**src/rtl/bli_ram.sv**
```systemverilog
`default_nettype none

// Simple dual-port RAM: one write port, one read port with registered data.
module bli_ram #(
    parameter int WIDTH = 32,
    parameter int DEPTH = 64
) (
    input  wire                      clk,
    input  wire                      we,
    input  wire [$clog2(DEPTH)-1:0]  waddr,
    input  wire [WIDTH-1:0]          wdata,
    input  wire [$clog2(DEPTH)-1:0]  raddr,
    output logic [WIDTH-1:0]         rdata
);

    logic [WIDTH-1:0] mem [DEPTH];

    always_ff @(posedge clk)
    begin
        if (we)
        begin
            mem[waddr] <= wdata;
        end
        rdata <= mem[raddr];
    end

endmodule

`default_nettype wire

```
**config.mk**
```make
export PLATFORM = sky130hd
export DESIGN_NAME = bli_ram
export DESIGN_NICKNAME = d
export VERILOG_FILES = /design/src/rtl/bli_ram.sv
export SDC_FILE = /design/constraint.sdc
export NUM_CORES = 2
export LEC_CHECK = 0
export ABC_CLOCK_PERIOD_IN_PS = 4200
export BUFFER_PORTS_ARGS = -buffer_cell sky130_fd_sc_hd__buf_2
export CORE_MARGIN = 2
export CORE_UTILIZATION = 35
export CTS_BUF_LIST = sky130_fd_sc_hd__clkbuf_8
export DETAILED_ROUTE_END_ITERATION = 8
export PLACE_DENSITY_LB_ADDON = 0.1
export SETUP_SLACK_MARGIN = 0.05
export SYNTH_ARGS = -nofsm -noshare
export SYNTH_HDL_FRONTEND = slang
export SYNTH_SLANG_ARGS = --single-unit
export TNS_END_PERCENT = 30
```
**constraint.sdc**
```tcl
create_clock -name clk -period 4.2 [get_ports clk]
set_input_delay 0.21 -clock clk [delete_from_list [all_inputs] [get_ports clk]]
set_output_delay 0.21 -clock clk [all_outputs]
set_load 0.05 [all_outputs]
```
==> impl_metrics.json <==
{
  "finalSetupTns_ps": 0,
  "setup_viol": 0,
  "std_cell_rows": 173,
  "combPwrFrac_pct": 5.5,
  "pin_count": 78,
  "cts.sinks": 2080,
  "layout-drive-gt1-share_pct": 32.4,
  "postSynth.asyncResetShare_pct": 0,
  "die_h_um": 478,
  "post_cts_resized": 0,
  "fillerInstances": 19565,
  "max_slew_margin_pct": 11.3,
  "p_seq_share_pct": 54.6,
  "power.density_mw_per_mm2": 466,
  "place_congestion": 0.754,
  "syn_inst": 3324,
  "cts_tree": "built",
  "min_period_over_period_pct": 60.7,
  "syn_area_mm2": 0.0785,
  "numPlacedInstances": 6383,
  "final_max_slew_viol_count": 0,
  "antenna_left": 0,
  "worst-r2r-setup-slack_ps": 1830,
  "grt_max_degree": 72,
  "synth_edf_count": 2048,
  "clkLatencyLatePin_ps": 1040,
  "ys_warn_count": 0,
  "cp_max_fo": 18,
  "wirelength_mm": 229,
  "wl_per_cell_um": 32.4,
  "fmax_mhz": 392,
  "root_buffer": "clkbuf_8",
  "status": "finished clean",
  "layout.cells.non_filler": 7053,
  "port-buffer-count": 77,
  "die_area_mm2": 0.228,
  "cap_violations": 0,
  "multi_input_area_mm2": 0.0160,
  "required_ps": 4910,
  "gr-total-overflow": 0,
  "routed_via_density": 5.36,
  "htree_num_levels": 5,
  "die_w_um": 478,
  "rsz0062_at_grt": "no",
  "switching_power_uw": 9620,
  "syn_area_per_cell_um2": 23.6,
  "cp-start-kind": "input pin",
  "first_global_vias": 39984,
  "yosysTopAreaCell": "edfxtp_1",
  "fp.coreArea_mm2": 0.223,
  "worst_pin_slew_ps": 1330,
  "hold_violations": 0,
  "synth_top_area_share_pct": 78.3,
  "finalClockSkew_ps": 60.6,
  "critPathKind": "in -> reg",
  "grt_pass1_wl_mm": 318,
  "min_path_type": "in -> reg",
  "start_util_pct": 35.3,
  "clk_pin_slew_ps": 60,
  "p_int_uw": 32700,
  "synth_seq_cells": 2080,
  "p_sw_share_pct": 22.7,
  "clk_path_buf_depth": 4,
  "dp_hpwl_mm": 128,
  "grt_antenna_before_repair": 19,
  "fin_crit_ps": 2550,
  "vias": 37824,
  "area.growth.synth_to_final_pct": 15.8,
  "synth_fp_nets": 3370,
  "nNetsFinal": 3857,
  "cp-end-kind": "flop",
  "cts_buffers": 361,
  "regArea_mm2": 0.0621,
  "ir_worst_vdd_mv": 0.324,
  "p_clk_share_pct": 40.0,
  "ys.flop_type": "edfxtp_1",
  "ys_seq_area_share_pct": 79.1,
  "leakage_uw": 0.0287,
  "synth_area_leaders": "edfxtp_1 (78%), mux4_2 (16%), mux2i_1 (1.2%)",
  "first_pass_iters": 5,
  "drc_errors": 0,
  "drt_iter0_markers": 3904,
  "worstPathArrival_ps": 3260,
  "ys_types": 34,
  "grt_usage_pct": 20.0
}
==> layout make-up <==
type | count | share of cell area [%]
diodes | 15 | 0.0413
clock buffers | 380 | 5.75
clock inverters | 235 | 1.35
multi-input cells | 1062 | 17.6
flip-flops and latches | 2080 | 68.4
well taps | 2975 | 4.10
repair buffers | 306 | 2.82
==> metrics by stage <==
step	setup WS (ps)	total power [uW]	util [%]	instance area, um2	hold slack (ps)
CTS	1630	42900	40.8	90900	8.80
global route	1630	43800	40.8	90900	63.8
global placement	806	25900	37.7	84000	668
finish	1650	42400	40.8	90900	117
detailed placement	811	25900	37.7	84000	681
floorplan	830	24700	-	78500	309
==> routing by layer <==
metal | vias up | share of wire, % | global-route usage [%]
li1 | 15304 | - | -
met1 | 20834 | 42 | 27.0
met2 | 1308 | 50 | 33.4
met3 | 374 | 5.5 | 3.31
met4 | 4 | 2.4 | 5.53
met5 | - | 0.012 | 0
==> flip-flops by register name (all words and copies together) (netlist names) <==
signal and count:
mem 2048, rdata 32
==> synthesized netlist by cell type (all sizes together) (7+ instances only) <==
cell type,instances
a21oi,62
a22oi,12
a311oi,8
buf,108
clkbuf,74
dfxtp,32
edfxtp,2048
mux2i,93
mux4,544
nand2,26
nand2b,8
nor2,137
nor2b,15
nor3,7
o221ai,27
o22ai,84
==> worst max-delay path, stage by stage <==
cell and delay (ps):
dlygate4sd3_1 640, buf_2 270, nor2b_1 210, nand3_1 640, nor2_4 930, buf_12 290
==> kinds of logic after synthesis <==
group	synth area share, %
buffers and inverters	1.13
AND/OR/NAND/NOR	1.27
multiplexers	16.8
AO/OA/AOI/OAI	1.67
flip-flops	79.1
==> placed cells by master, fill, tap and decap left out, types with 4 or more instances in the layout <==
cell type / netlist / layout
o32ai_1: 4 / 4
edfxtp_1: 2048 / 2048
a22oi_1: 12 / 12
nand2b_1: 8 / 7
and3_1: 4 / 4
clkinv_2: 0 / 38
nand2_1: 26 / 26
o221ai_1: 27 / 27
clkinv_1: 0 / 62
clkinvlp_4: 0 / 6
bufinv_16: 0 / 10
clkbuf_8: 0 / 380
dlygate4sd3_1: 0 / 40
nand3_1: 5 / 5
nor2_1: 137 / 75
buf_2: 57 / 73
mux4_2: 544 / 544
a311oi_1: 8 / 8
nor2_4: 0 / 62
nor2b_1: 15 / 15
nand3b_1: 5 / 5
buf_12: 0 / 26
a41o_1: 4 / 4
dfxtp_1: 32 / 32
buf_4: 25 / 163
mux2i_1: 93 / 93
a21oi_1: 62 / 62
o22ai_1: 84 / 84
nor3_1: 7 / 5
inv_1: 0 / 116
diode_2: 0 / 15
==> path summary, 6_finish.rpt <==
kind,start,endpoint,cells after the start
worst min register to register,mem[28][20],rdata[20],4
worst min-delay path,raddr[1],rdata[29],5
worst max register to register,mem[7][2],rdata[2],4
worst max-delay path,waddr[1],mem[27][0],6
==> power by group through the flow <==
stage                     clock network [uW]  logic (uW)  registers (uW)
after floorplan                            0        1120           23600
after global placement                     0        2300           23600
after CTS                              17400        2380           23100
after global routing                   18300        2460           23100
final                                  16900        2310           23100
after detailed placement                   0        2340           23600
==> what timing repair did <==
item / in CTS / in global routing
hold endpoints to repair: 2062 / 0
buffers inserted: 0 / 0
hold buffers: 40 / 0
(Power assumes the default switching activity.)
